$ cat src/rtl/ptu_pkg.sv
// shared types, widths and constants for the precision-time system clock
// no dependencies; imported by every rtl module of the block
`default_nettype none

package ptu_pkg;

  // field widths
  localparam int unsigned ActW   = 3;
  localparam int unsigned SecW   = 32;
  localparam int unsigned InNsW  = 31;
  localparam int unsigned RateW  = 32;
  localparam int unsigned SubW   = 31;
  localparam int unsigned NsW    = 30;
  localparam int unsigned AddW   = 32;
  localparam int unsigned IncW   = 8;
  localparam int unsigned AdjW   = 24;
  localparam int unsigned T1W    = 24;
  localparam int unsigned T2W    = 26;
  localparam int unsigned CfgIdxW  = 2;
  localparam int unsigned CfgDataW = 32;

  // stream packing
  localparam int unsigned InTdataW  = 96;
  localparam int unsigned OutTdataW = 96;

  // constants of the time arithmetic
  localparam logic [SubW-1:0]         SubMax         = '1;
  localparam logic [NsW-1:0]          NsPerSec       = 30'd1000000000;
  localparam logic signed [RateW-1:0] RateLimit      = 32'sd5120000;
  localparam logic [8:0]              RateGain       = 9'd275;
  localparam logic [AddW-1:0]         ResetAddend    = 32'h35455A81;
  localparam logic [IncW-1:0]         ResetIncrement = 8'd43;

  // subsecond converter: |ns| * 2^31 / 1e9 = |ns| * 2^22 / 5^9
  // reciprocal estimate is low by at most one, fixed by one compare step
  localparam int unsigned       RecipW       = 32;
  localparam int unsigned       RecipShift   = 30;
  localparam logic [RecipW-1:0] SubRecip     = 32'd2305843009;  // floor(2^61 / 1e9)
  localparam int unsigned       NsScaleShift = 22;
  localparam int unsigned       FixW         = NsW + NsScaleShift;
  localparam logic [20:0]       NsPerSecOdd  = 21'd1953125;     // 1e9 / 2^9

  typedef enum logic [ActW-1:0] {
    ACT_TICK   = 3'd0,
    ACT_READ   = 3'd1,
    ACT_SET    = 3'd2,
    ACT_OFFSET = 3'd3,
    ACT_RATE   = 3'd4
  } action_e;

  typedef enum logic [CfgIdxW-1:0] {
    CFG_INCREMENT = 2'd0,
    CFG_FINE_MODE = 2'd1,
    CFG_BASE      = 2'd2
  } cfg_reg_e;

  // what the controller needs to know about an arriving item
  typedef enum logic [1:0] {
    KIND_PLAIN   = 2'd0,
    KIND_CONVERT = 2'd1,
    KIND_RATE    = 2'd2
  } item_kind_e;

  typedef struct packed {
    logic load;
    logic sub_mul;
    logic sub_fix;
    logic rate_mul;
    logic rate_scale;
    logic apply;
    logic conv;
    logic emit;
  } ptu_cmd_t;

  typedef struct packed {
    item_kind_e in_kind;
    logic       out_free;
  } ptu_status_t;

endpackage

`default_nettype wire

$ cat src/rtl/ptp_system_time_unit.sv
// Precision-time system clock: 32-bit seconds and 31-bit binary subseconds (2^-31 s).
// Every input item returns one item with the time after it and the addend in use.
// A tick or read item runs the apply, convert and emit states. An adjust-rate item
// first runs rate-multiply and rate-scale (two registered multiplies). A set-time or
// add-offset item first runs the ns-to-subsecond conversion, a reciprocal multiply
// followed by a one-step correction. The result sits in an output register, so a new
// item is accepted while the previous result waits on m_axis_tready. Configuration
// writes are taken at any time and should be made while the block is idle.
// depends on ptu_pkg, ptu_ctrl, ptu_datapath
`default_nettype none

module ptp_system_time_unit
  import ptu_pkg::*;
(
  input  wire logic                 clk_i,
  input  wire logic                 rst_ni,
  // input items
  input  wire logic                 s_axis_tvalid,
  output logic                      s_axis_tready,
  // [31:0] time_seconds, [62:32] time_nanoseconds, [94:63] rate_adjust, [95] zero
  input  wire logic [InTdataW-1:0]  s_axis_tdata,
  // [2:0] action
  input  wire logic [ActW-1:0]      s_axis_tuser,
  // result items
  output logic                      m_axis_tvalid,
  input  wire logic                 m_axis_tready,
  // [31:0] now_seconds, [61:32] now_nanoseconds, [93:62] addend_in_use, [95:94] zero
  output logic [OutTdataW-1:0]      m_axis_tdata,
  // configuration writes
  input  wire logic                 cfg_valid_i,
  output logic                      cfg_ready_o,
  input  wire logic [CfgIdxW-1:0]   cfg_index_i,
  input  wire logic [CfgDataW-1:0]  cfg_data_i
);

  ptu_cmd_t    cmd;
  ptu_status_t status;

  logic [SecW-1:0] out_seconds;
  logic [NsW-1:0]  out_ns;
  logic [AddW-1:0] out_addend;

  assign cfg_ready_o = 1'b1;

  // sequencing
  ptu_ctrl u_ctrl (
    .clk_i      (clk_i),
    .rst_ni     (rst_ni),
    .in_valid_i (s_axis_tvalid),
    .in_ready_o (s_axis_tready),
    .status_i   (status),
    .cmd_o      (cmd)
  );

  // arithmetic and storage
  ptu_datapath u_datapath (
    .clk_i         (clk_i),
    .rst_ni        (rst_ni),
    .cmd_i         (cmd),
    .status_o      (status),
    .in_action_i   (s_axis_tuser),
    .in_seconds_i  (s_axis_tdata[SecW-1:0]),
    .in_ns_i       (s_axis_tdata[SecW+InNsW-1:SecW]),
    .in_rate_i     (s_axis_tdata[SecW+InNsW+RateW-1:SecW+InNsW]),
    .cfg_we_i      (cfg_valid_i & cfg_ready_o),
    .cfg_index_i   (cfg_index_i),
    .cfg_data_i    (cfg_data_i),
    .out_ready_i   (m_axis_tready),
    .out_valid_o   (m_axis_tvalid),
    .out_seconds_o (out_seconds),
    .out_ns_o      (out_ns),
    .out_addend_o  (out_addend)
  );

  // result packing
  assign m_axis_tdata = {{(OutTdataW-SecW-NsW-AddW){1'b0}}, out_addend, out_ns, out_seconds};

`ifndef NO_ASSERTIONS
  // reported nanoseconds always stay below one second
  a_ns_range: assert property (@(posedge clk_i) disable iff (!rst_ni)
    m_axis_tvalid |-> (m_axis_tdata[SecW+NsW-1:SecW] < NsPerSec))
    else $error("nanoseconds of a result item reach one second");

  // an accepted item keeps the block busy in the next cycle
  a_busy_after_accept: assert property (@(posedge clk_i) disable iff (!rst_ni)
    (s_axis_tvalid && s_axis_tready) |=> !s_axis_tready)
    else $error("block accepts a second item right after the first");

  // a result appears only as the controller returns to idle
  a_emit_to_idle: assert property (@(posedge clk_i) disable iff (!rst_ni)
    $rose(m_axis_tvalid) |-> s_axis_tready)
    else $error("result item emitted while the controller is still busy");
`endif

endmodule

`default_nettype wire

$ cat src/rtl/ptu_ctrl.sv
// sequencing state machine of the precision-time system clock
// depends on ptu_pkg; drives ptu_datapath through command and status structs
`default_nettype none

module ptu_ctrl
  import ptu_pkg::*;
(
  input  wire logic        clk_i,
  input  wire logic        rst_ni,
  input  wire logic        in_valid_i,
  output logic             in_ready_o,
  input  wire ptu_status_t status_i,
  output ptu_cmd_t         cmd_o
);

  typedef enum logic [7:0] {
    S_IDLE       = 8'b00000001,
    S_SUB_MUL    = 8'b00000010,
    S_SUB_FIX    = 8'b00000100,
    S_RATE_MUL   = 8'b00001000,
    S_RATE_SCALE = 8'b00010000,
    S_APPLY      = 8'b00100000,
    S_CONV       = 8'b01000000,
    S_EMIT       = 8'b10000000
  } state_e;

  state_e state_q, state_d;

  assign in_ready_o = (state_q == S_IDLE);

  // next state and commands
  always_comb begin
    state_d = state_q;
    cmd_o   = '0;
    unique case (state_q)
      S_IDLE: begin
        if (in_valid_i) begin
          cmd_o.load = 1'b1;
          unique case (status_i.in_kind)
            KIND_CONVERT: state_d = S_SUB_MUL;
            KIND_RATE:    state_d = S_RATE_MUL;
            default:      state_d = S_APPLY;
          endcase
        end
      end
      S_SUB_MUL: begin
        cmd_o.sub_mul = 1'b1;
        state_d       = S_SUB_FIX;
      end
      S_SUB_FIX: begin
        cmd_o.sub_fix = 1'b1;
        state_d       = S_APPLY;
      end
      S_RATE_MUL: begin
        cmd_o.rate_mul = 1'b1;
        state_d        = S_RATE_SCALE;
      end
      S_RATE_SCALE: begin
        cmd_o.rate_scale = 1'b1;
        state_d          = S_APPLY;
      end
      S_APPLY: begin
        cmd_o.apply = 1'b1;
        state_d     = S_CONV;
      end
      S_CONV: begin
        cmd_o.conv = 1'b1;
        state_d    = S_EMIT;
      end
      S_EMIT: begin
        if (status_i.out_free) begin
          cmd_o.emit = 1'b1;
          state_d    = S_IDLE;
        end
      end
      default: state_d = S_IDLE;
    endcase
  end

  // state register
  always_ff @(posedge clk_i or negedge rst_ni) begin
    if (!rst_ni) begin
      state_q <= S_IDLE;
    end else begin
      state_q <= state_d;
    end
  end

endmodule

`default_nettype wire

$ cat src/rtl/ptu_datapath.sv
// time registers, configuration, subsecond converter, rate multipliers, output register
// depends on ptu_pkg; sequenced by ptu_ctrl through ptu_cmd_t
`default_nettype none

module ptu_datapath
  import ptu_pkg::*;
(
  input  wire logic                clk_i,
  input  wire logic                rst_ni,
  input  wire ptu_cmd_t            cmd_i,
  output ptu_status_t              status_o,
  input  wire logic [ActW-1:0]     in_action_i,
  input  wire logic [SecW-1:0]     in_seconds_i,
  input  wire logic [InNsW-1:0]    in_ns_i,
  input  wire logic [RateW-1:0]    in_rate_i,
  input  wire logic                cfg_we_i,
  input  wire logic [CfgIdxW-1:0]  cfg_index_i,
  input  wire logic [CfgDataW-1:0] cfg_data_i,
  input  wire logic                out_ready_i,
  output logic                     out_valid_o,
  output logic [SecW-1:0]          out_seconds_o,
  output logic [NsW-1:0]           out_ns_o,
  output logic [AddW-1:0]          out_addend_o
);

  // configuration
  logic [IncW-1:0] inc_q;
  logic            fine_q;
  logic [AddW-1:0] base_q;

  // clock state
  logic [SecW-1:0] sec_q, sec_d;
  logic [SubW-1:0] sub_q, sub_d;
  logic [AddW-1:0] acc_q, acc_d;
  logic [AddW-1:0] addend_q, addend_d;

  // item registers
  logic [ActW-1:0]        act_q;
  logic                   neg_q;
  logic [SecW-1:0]        sec_mag_q;
  logic                   sat_q;
  logic [NsW-1:0]         ns_mag_q;
  logic [SubW-1:0]        quo_q;
  logic signed [AdjW-1:0] adj_q;
  logic signed [T1W-1:0]  t1_q;
  logic signed [T2W-1:0]  t2_q;
  logic [NsW-1:0]         ns_q;
  logic                   out_valid_q;

  // sign and magnitude of the offered time
  logic                   in_negative;
  logic [SecW-1:0]        in_sec_mag;
  logic [InNsW-1:0]       in_ns_mag;
  logic                   in_sat;
  logic signed [RateW-1:0] in_rate_s;
  logic signed [AdjW-1:0]  in_adj;
  item_kind_e              in_kind;

  assign in_negative = in_seconds_i[SecW-1]
                     | ((in_seconds_i == '0) & in_ns_i[InNsW-1]);
  assign in_sec_mag  = in_negative ? (~in_seconds_i + 1'b1) : in_seconds_i;
  assign in_ns_mag   = in_ns_i[InNsW-1] ? (~in_ns_i + 1'b1) : in_ns_i;
  assign in_sat      = in_ns_mag >= {1'b0, NsPerSec};
  assign in_rate_s   = $signed(in_rate_i);

  // clamp the rate correction
  always_comb begin
    priority if (in_rate_s > RateLimit) begin
      in_adj = RateLimit[AdjW-1:0];
    end else if (in_rate_s < -RateLimit) begin
      in_adj = AdjW'(-RateLimit);
    end else begin
      in_adj = in_rate_s[AdjW-1:0];
    end
  end

  // item kind for the controller
  always_comb begin
    unique case (in_action_i)
      ACT_SET, ACT_OFFSET: in_kind = KIND_CONVERT;
      ACT_RATE:            in_kind = KIND_RATE;
      default:             in_kind = KIND_PLAIN;
    endcase
  end

  assign status_o = '{in_kind: in_kind, out_free: ~out_valid_q | out_ready_i};

  // nanoseconds to subseconds: reciprocal estimate, then add one if the
  // remainder still holds a whole divisor
  logic [NsW+RecipW-1:0] recip_prod;
  logic [FixW-1:0]       fix_prod;
  logic [FixW-1:0]       fix_rem;
  logic                  fix_up;

  assign recip_prod = (NsW+RecipW)'(ns_mag_q) * (NsW+RecipW)'(SubRecip);
  assign fix_prod   = FixW'(quo_q) * FixW'(NsPerSecOdd);
  assign fix_rem    = {ns_mag_q, {NsScaleShift{1'b0}}} - fix_prod;
  assign fix_up     = fix_rem >= FixW'(NsPerSecOdd);

  // rate multiplications, one per step
  logic signed [AdjW+9:0] rate_prod;
  logic signed [T1W+8:0]  scale_prod;

  assign rate_prod  = adj_q * $signed({1'b0, RateGain});
  assign scale_prod = t1_q * $signed({1'b0, base_q[AddW-1:AddW-8]});

  // subseconds to nanoseconds
  logic [SubW+NsW-1:0] ns_prod;

  assign ns_prod = (SubW+NsW)'(sub_q) * (SubW+NsW)'(NsPerSec);

  // state update
  logic [SubW-1:0] sub_res;
  logic [AddW:0]   acc_sum;
  logic            tick_count;
  logic [SubW:0]   sub_inc;
  logic [SubW:0]   sub_add;
  logic [SubW:0]   sub_sub;

  assign sub_res    = sat_q ? SubMax : quo_q;
  assign acc_sum    = {1'b0, acc_q} + {1'b0, addend_q};
  assign tick_count = ~fine_q | acc_sum[AddW];
  assign sub_inc    = {1'b0, sub_q} + (SubW+1)'(inc_q);
  assign sub_add    = {1'b0, sub_q} + {1'b0, sub_res};
  assign sub_sub    = {1'b0, sub_q} - {1'b0, sub_res};

  always_comb begin
    sec_d    = sec_q;
    sub_d    = sub_q;
    acc_d    = acc_q;
    addend_d = addend_q;
    unique case (act_q)
      ACT_TICK: begin
        if (fine_q) begin
          acc_d = acc_sum[AddW-1:0];
        end
        if (tick_count) begin
          sub_d = sub_inc[SubW-1:0];
          sec_d = sec_q + SecW'(sub_inc[SubW]);
        end
      end
      ACT_SET: begin
        sec_d = sec_mag_q;
        sub_d = sub_res;
      end
      ACT_OFFSET: begin
        if (!neg_q) begin
          sub_d = sub_add[SubW-1:0];
          sec_d = sec_q + sec_mag_q + SecW'(sub_add[SubW]);
        end else begin
          sub_d = sub_sub[SubW-1:0];
          sec_d = sec_q - sec_mag_q - SecW'(sub_sub[SubW]);
        end
      end
      ACT_RATE: begin
        addend_d = base_q + {{(AddW-T2W){t2_q[T2W-1]}}, t2_q};
      end
      default: ;
    endcase
  end

  // configuration and clock state
  always_ff @(posedge clk_i or negedge rst_ni) begin
    if (!rst_ni) begin
      inc_q    <= ResetIncrement;
      fine_q   <= 1'b1;
      base_q   <= ResetAddend;
      sec_q    <= '0;
      sub_q    <= '0;
      acc_q    <= '0;
      addend_q <= ResetAddend;
    end else begin
      if (cfg_we_i) begin
        unique case (cfg_index_i)
          CFG_INCREMENT: inc_q  <= cfg_data_i[IncW-1:0];
          CFG_FINE_MODE: fine_q <= cfg_data_i[0];
          CFG_BASE:      base_q <= cfg_data_i[AddW-1:0];
          default: ;
        endcase
      end
      if (cmd_i.apply) begin
        sec_q    <= sec_d;
        sub_q    <= sub_d;
        acc_q    <= acc_d;
        addend_q <= addend_d;
      end
    end
  end

  // item working registers
  always_ff @(posedge clk_i) begin
    if (cmd_i.load) begin
      act_q     <= in_action_i;
      neg_q     <= in_negative;
      sec_mag_q <= in_sec_mag;
      sat_q     <= in_sat;
      ns_mag_q  <= in_ns_mag[NsW-1:0];
      adj_q     <= in_adj;
    end
    if (cmd_i.sub_mul) begin
      quo_q <= recip_prod[RecipShift+SubW-1:RecipShift];
    end
    if (cmd_i.sub_fix && fix_up) begin
      quo_q <= quo_q + 1'b1;
    end
    if (cmd_i.rate_mul) begin
      t1_q <= rate_prod[T1W+7:8];
    end
    if (cmd_i.rate_scale) begin
      t2_q <= scale_prod[T2W+5:6];
    end
    if (cmd_i.conv) begin
      ns_q <= ns_prod[SubW+NsW-1:SubW];
    end
    if (cmd_i.emit) begin
      out_seconds_o <= sec_q;
      out_ns_o      <= ns_q;
      out_addend_o  <= addend_q;
    end
  end

  // output item valid
  always_ff @(posedge clk_i or negedge rst_ni) begin
    if (!rst_ni) begin
      out_valid_q <= 1'b0;
    end else if (cmd_i.emit) begin
      out_valid_q <= 1'b1;
    end else if (out_ready_i) begin
      out_valid_q <= 1'b0;
    end
  end

  assign out_valid_o = out_valid_q;

endmodule

`default_nettype wire
$ cat config.mk
export PLATFORM = sky130hd
export DESIGN_NAME = ptp_system_time_unit
export DESIGN_NICKNAME = d
export VERILOG_FILES = /design/src/rtl/ptu_pkg.sv /design/src/rtl/ptp_system_time_unit.sv /design/src/rtl/ptu_ctrl.sv /design/src/rtl/ptu_datapath.sv
export SDC_FILE = /design/constraint.sdc
export NUM_CORES = 2
export LEC_CHECK = 0
export ABC_AREA = 0
export BUFFER_PORTS_ARGS = -buffer_cell sky130_fd_sc_hd__buf_2
export CAP_MARGIN = 20
export CORE_UTILIZATION = 35
export DETAILED_ROUTE_END_ITERATION = 16
export GPL_TIMING_DRIVEN = 0
export PLACE_DENSITY = 0.47
export SYNTH_ARGS = -nofsm -noshare
export SYNTH_HDL_FRONTEND = slang
export SYNTH_SLANG_ARGS = --single-unit
export TNS_END_PERCENT = 10
$ cat constraint.sdc
create_clock -name clk_i -period 11.5 [get_ports clk_i]
set_input_delay 1.725 -clock clk_i [delete_from_list [all_inputs] [get_ports clk_i]]
set_output_delay 1.725 -clock clk_i [all_outputs]
set_load 0.01 [all_outputs]
==> report_table.html <==
<table>
<tr><th>Metric</th><th>Value</th></tr>
<tr><th colspan="2">Cells and area</th></tr>
<tr><td>Layout cell share with drive strength beyond 1</td><td>0.0597</td></tr>
<tr><td>Final Non-Filler Cells</td><td>11.4k</td></tr>
<tr><td>Number of nets in the layout</td><td>10.9k</td></tr>
<tr><td>Number of fill cells in the layout</td><td>22.4k</td></tr>
<tr><td>Area growth syn-to-layout</td><td>9.34%</td></tr>
<tr><td>Utilization after layout</td><td>0.386</td></tr>
<tr><th colspan="2">Synthesis</th></tr>
<tr><td>Post-synth ARST share</td><td>0.374</td></tr>
<tr><td>Count of flip-flops with a built-in enable after synthesis</td><td>296</td></tr>
<tr><td>Synth unique cells</td><td>90</td></tr>
<tr><td>Sequential fraction of the synthesis area</td><td>0.170</td></tr>
<tr><td>Warnings, synthesis</td><td>0</td></tr>
<tr><td>Post-synthesis instance area</td><td>78700 um2</td></tr>
<tr><td>Synthesized instance count</td><td>8092</td></tr>
<tr><td>Number of flip-flops and latches in the synthesized netlist</td><td>473</td></tr>
<tr><td>Dominant register cell in the synthesized netlist</td><td>sky130_fd_sc_hd__edfxtp_1</td></tr>
<tr><td>Mean instance size in the synthesized netlist</td><td>9.72 um2</td></tr>
<tr><th colspan="2">STA</th></tr>
<tr><td>Slew at the pin closest to its max-slew limit</td><td>1.19 ns</td></tr>
<tr><td>Number of slew-limit violations in the final report</td><td>0</td></tr>
<tr><td>Final hold violations</td><td>0</td></tr>
<tr><td>Fin crit share</td><td>0.895</td></tr>
<tr><td>Number of setup violations in the final report</td><td>0</td></tr>
<tr><td>Maximum clock frequency</td><td>0.0971 GHz</td></tr>
<tr><td>Unrepaired setup endpoints after global routing</td><td>false</td></tr>
<tr><td>WHS</td><td>0.417 ns</td></tr>
<tr><td>Setup Skew</td><td>0.125 ns</td></tr>
<tr><td>Tightest slew margin relative to the limit</td><td>0.203</td></tr>
<tr><td>Min Clock Period, post-route</td><td>10.30 ns</td></tr>
<tr><td>Setup tns final</td><td>0 ns</td></tr>
<tr><th colspan="2">Global route</th></tr>
<tr><td>Antenna violations before repair</td><td>11</td></tr>
<tr><td>Via count of the first global-routing pass</td><td>58.8k</td></tr>
<tr><td>Aggregate global routing overflow</td><td>0</td></tr>
<tr><td>Pin count of the biggest net entering global routing</td><td>92</td></tr>
<tr><td>Wire length of the first global-routing pass</td><td>359000 um</td></tr>
<tr><td>Overall track demand over capacity in global routing</td><td>0.206</td></tr>
<tr><th colspan="2">Placed design</th></tr>
<tr><td>Number of instances in the placed design</td><td>11.3k</td></tr>
<tr><td>Quantity of I/O buffers inserted on ports</td><td>232</td></tr>
<tr><td>HPWL Detailed</td><td>200000 um</td></tr>
<tr><td>Weighted congestion at the end of routability-driven global placement</td><td>0.911</td></tr>
<tr><th colspan="2">Floorplan</th></tr>
<tr><td>Overall die area</td><td>227000 um2</td></tr>
<tr><td>Initial Utilization</td><td>0.353</td></tr>
<tr><td>Area inside the core boundary</td><td>223000 um2</td></tr>
<tr><td>Site Rows</td><td>173</td></tr>
<tr><td>Die width</td><td>476 um</td></tr>
<tr><td>Number of top-level pins</td><td>237</td></tr>
<tr><td>Die height</td><td>476 um</td></tr>
<tr><th colspan="2">Routing</th></tr>
<tr><td>Iteration-0 DRC Markers</td><td>3055</td></tr>
<tr><td>Detailed-route DRC error count</td><td>0</td></tr>
<tr><td>Avg WL per Cell</td><td>20.5 um</td></tr>
<tr><td>First-pass detailed-route iteration total</td><td>5</td></tr>
<tr><td>Routed wire length</td><td>234000 um</td></tr>
<tr><td>Number of vias per cell</td><td>4.91</td></tr>
<tr><td>ANT nets after route</td><td>0</td></tr>
<tr><td>Routed via count</td><td>56.2k</td></tr>
<tr><th colspan="2">CTS</th></tr>
<tr><td>CTS Root Cell</td><td>sky130_fd_sc_hd__clkbuf_16</td></tr>
<tr><td>Setup Buffers After CTS</td><td>0</td></tr>
<tr><td>H-Tree Depth</td><td>2</td></tr>
<tr><td>Number of buffers on the longest clock path</td><td>3</td></tr>
<tr><td>Clock latency on the worst-skew pair</td><td>0.75 ns</td></tr>
<tr><td>Cells resized by post-CTS repair</td><td>0</td></tr>
<tr><td>TritonCTS clock tree</td><td>built</td></tr>
<tr><td>Clock sink count</td><td>473</td></tr>
<tr><td>CTS buffer count</td><td>60</td></tr>
<tr><td>Clock transition at the register clock pins on the worst setup and hold paths after CTS</td><td>0.06 ns</td></tr>
<tr><td>Hold buffer count at cts</td><td>0</td></tr>
<tr><th colspan="2">Min path</th></tr>
<tr><td>Type of the tightest min-delay check</td><td>reg -&gt; reg</td></tr>
<tr><th colspan="2">Critical path</th></tr>
<tr><td>Sort of element at the end of the critical path</td><td>register</td></tr>
<tr><td>Max incr delay on CP</td><td>0.88 ns</td></tr>
<tr><td>Required time of the critical path</td><td>11.83 ns</td></tr>
<tr><td>CP Max Fanout</td><td>20</td></tr>
<tr><td>Slowest cell on the critical path</td><td>sky130_fd_sc_hd__edfxtp_1</td></tr>
<tr><td>Arrival time worst endpoint</td><td>10.63 ns</td></tr>
<tr><td>Critical path startpoint category</td><td>register</td></tr>
<tr><td>Startpoint-to-endpoint class of the critical path</td><td>reg -&gt; reg</td></tr>
<tr><th colspan="2">Flow run</th></tr>
<tr><td>Max Cap Violations</td><td>0</td></tr>
<tr><th colspan="2">Outcome</th></tr>
<tr><td>Run status</td><td>finished clean</td></tr>
</table>
## path summary, 6_finish.rpt
path	startpoint	endpoint	slack (ns)	depth (start not counted)
max in group asynchronous	rst_ni	u_ctrl.state_q[3]	9.42	2
max reg2reg	u_datapath.quo_q[12]	u_datapath.quo_q[5]	1.20	30
min reg2reg	u_datapath.ns_q[8]	u_datapath.out_ns_o[8]	0.42	0
min	u_datapath.ns_q[8]	u_datapath.out_ns_o[8]	0.42	0
min in group asynchronous	rst_ni	u_datapath.acc_q[15]	1.01	1
max	u_datapath.quo_q[12]	u_datapath.quo_q[5]	1.20	30
## registers in the layout, summed over array words and instances, names as in the netlist, 26 cells and up
signal / cells
u_datapath.ns_mag_q: 30
u_datapath.out_ns_o: 30
u_datapath.quo_q: 31
u_datapath.sec_q: 32
u_datapath.addend_q: 32
u_datapath.base_q: 32
u_datapath.out_seconds_o: 32
u_datapath.acc_q: 32
u_datapath.ns_q: 30
u_datapath.sec_mag_q: 32
u_datapath.out_addend_o: 32
u_datapath.t2_q: 26
u_datapath.sub_q: 31
## critical path, delay by kind of cell (launching register included)
family	cells	cell delay, ns
adders and majority gates	8	4.16
DFF	1	0.88
muxes	1	0.21
buffers and inverters	9	1.23
and+or+nand+nor	5	1.20
AOI/OAI and AO/OA	7	2.27
## synthesized netlist by cell type (all sizes together) (51+ instances only)
cell	instances	area [um2]
a21oi	402	2020
fa	1111	22200
nand2	371	1390
nor3	86	430
dfrtp	145	3630
clkbuf	118	443
edfxtp	296	8890
nor2	325	1220
nand2b	52	325
and2	145	907
ha	1286	16100
nand3	81	405
a21o	135	1010
inv	1978	7420
xor2	103	902
nand4	51	319
xnor2	280	2450
o21ai	321	1610
## per-layer routing
metal  vias up  GRT usage  part of all wire
li1      26813          -                 -
met1     28136      0.295              0.48
met2      1013      0.336              0.46
met3       218     0.0189             0.035
met4         2     0.0489             0.025
met5         -          0          0.000055
## final cells by class
class                   instances  area (um2)  area share
clock buffers                  70        1580      0.0184
repair buffers                251        1440      0.0168
clock inverters                44         559     0.00650
diodes                          4        10.0    0.000116
plain buffers                 141         571     0.00663
well taps                    2975        3720      0.0433
flip-flops and latches        473       13400       0.155
inverters                    1978        7430      0.0863
multi-input cells            5501       57300       0.667
## through the flow
stage | area, um2 | setup slack [ns]
after detailed placement | 83900 | 1.06
after global routing | 86000 | 0.636
after global placement | 83600 | 0.740
after floorplan | 78700 | 3.02
final | 86000 | 1.20
after CTS | 86000 | 1.00
## logic make-up (layout without fill, tap and decap cells)
kind of cell               after synthesis  count (layout)  synth area share
AOI/OAI and AO/OA                     1290            1290             0.103
xor gates and xnor gates               383             383            0.0426
adders and majority gates             2397            2397             0.487
buffers and inverters                 2119            2484             0.102
DFF                                    473             473             0.170
muxes                                   92              92            0.0125
other                                    2               7         0.0000955
and+or+nand+nor                       1336            1336            0.0831
## cells in the final DEF, fill, tap and decap left out, types with 40 or more instances in the layout
cell                           n
sky130_fd_sc_hd__nand2b_1     52
sky130_fd_sc_hd__buf_2       237
sky130_fd_sc_hd__nand3_1      81
sky130_fd_sc_hd__clkbuf_16    60
sky130_fd_sc_hd__xnor2_1     280
sky130_fd_sc_hd__and2_1      145
sky130_fd_sc_hd__a31oi_1      42
sky130_fd_sc_hd__nand2_1     371
sky130_fd_sc_hd__clkbuf_1    124
sky130_fd_sc_hd__edfxtp_1    296
sky130_fd_sc_hd__ha_1       1286
sky130_fd_sc_hd__a21oi_1     400
sky130_fd_sc_hd__inv_1      1976
sky130_fd_sc_hd__o21a_1       49
sky130_fd_sc_hd__o31ai_1      45
sky130_fd_sc_hd__mux2_2       48
sky130_fd_sc_hd__fa_1       1111
sky130_fd_sc_hd__mux2i_1      43
sky130_fd_sc_hd__a21o_1      135
sky130_fd_sc_hd__nor3_1       86
sky130_fd_sc_hd__o21bai_1     40
sky130_fd_sc_hd__nor2b_1      42
sky130_fd_sc_hd__xor2_1      103
sky130_fd_sc_hd__nor2_1      324
sky130_fd_sc_hd__dfrtp_1     145
sky130_fd_sc_hd__nand4_1      51
sky130_fd_sc_hd__o21ai_0     310
sky130_fd_sc_hd__a211oi_1     41
Power is left out: the tool's default activity adds up to more than one toggle a clock period on the data nets, which glitch-free logic cannot reach.
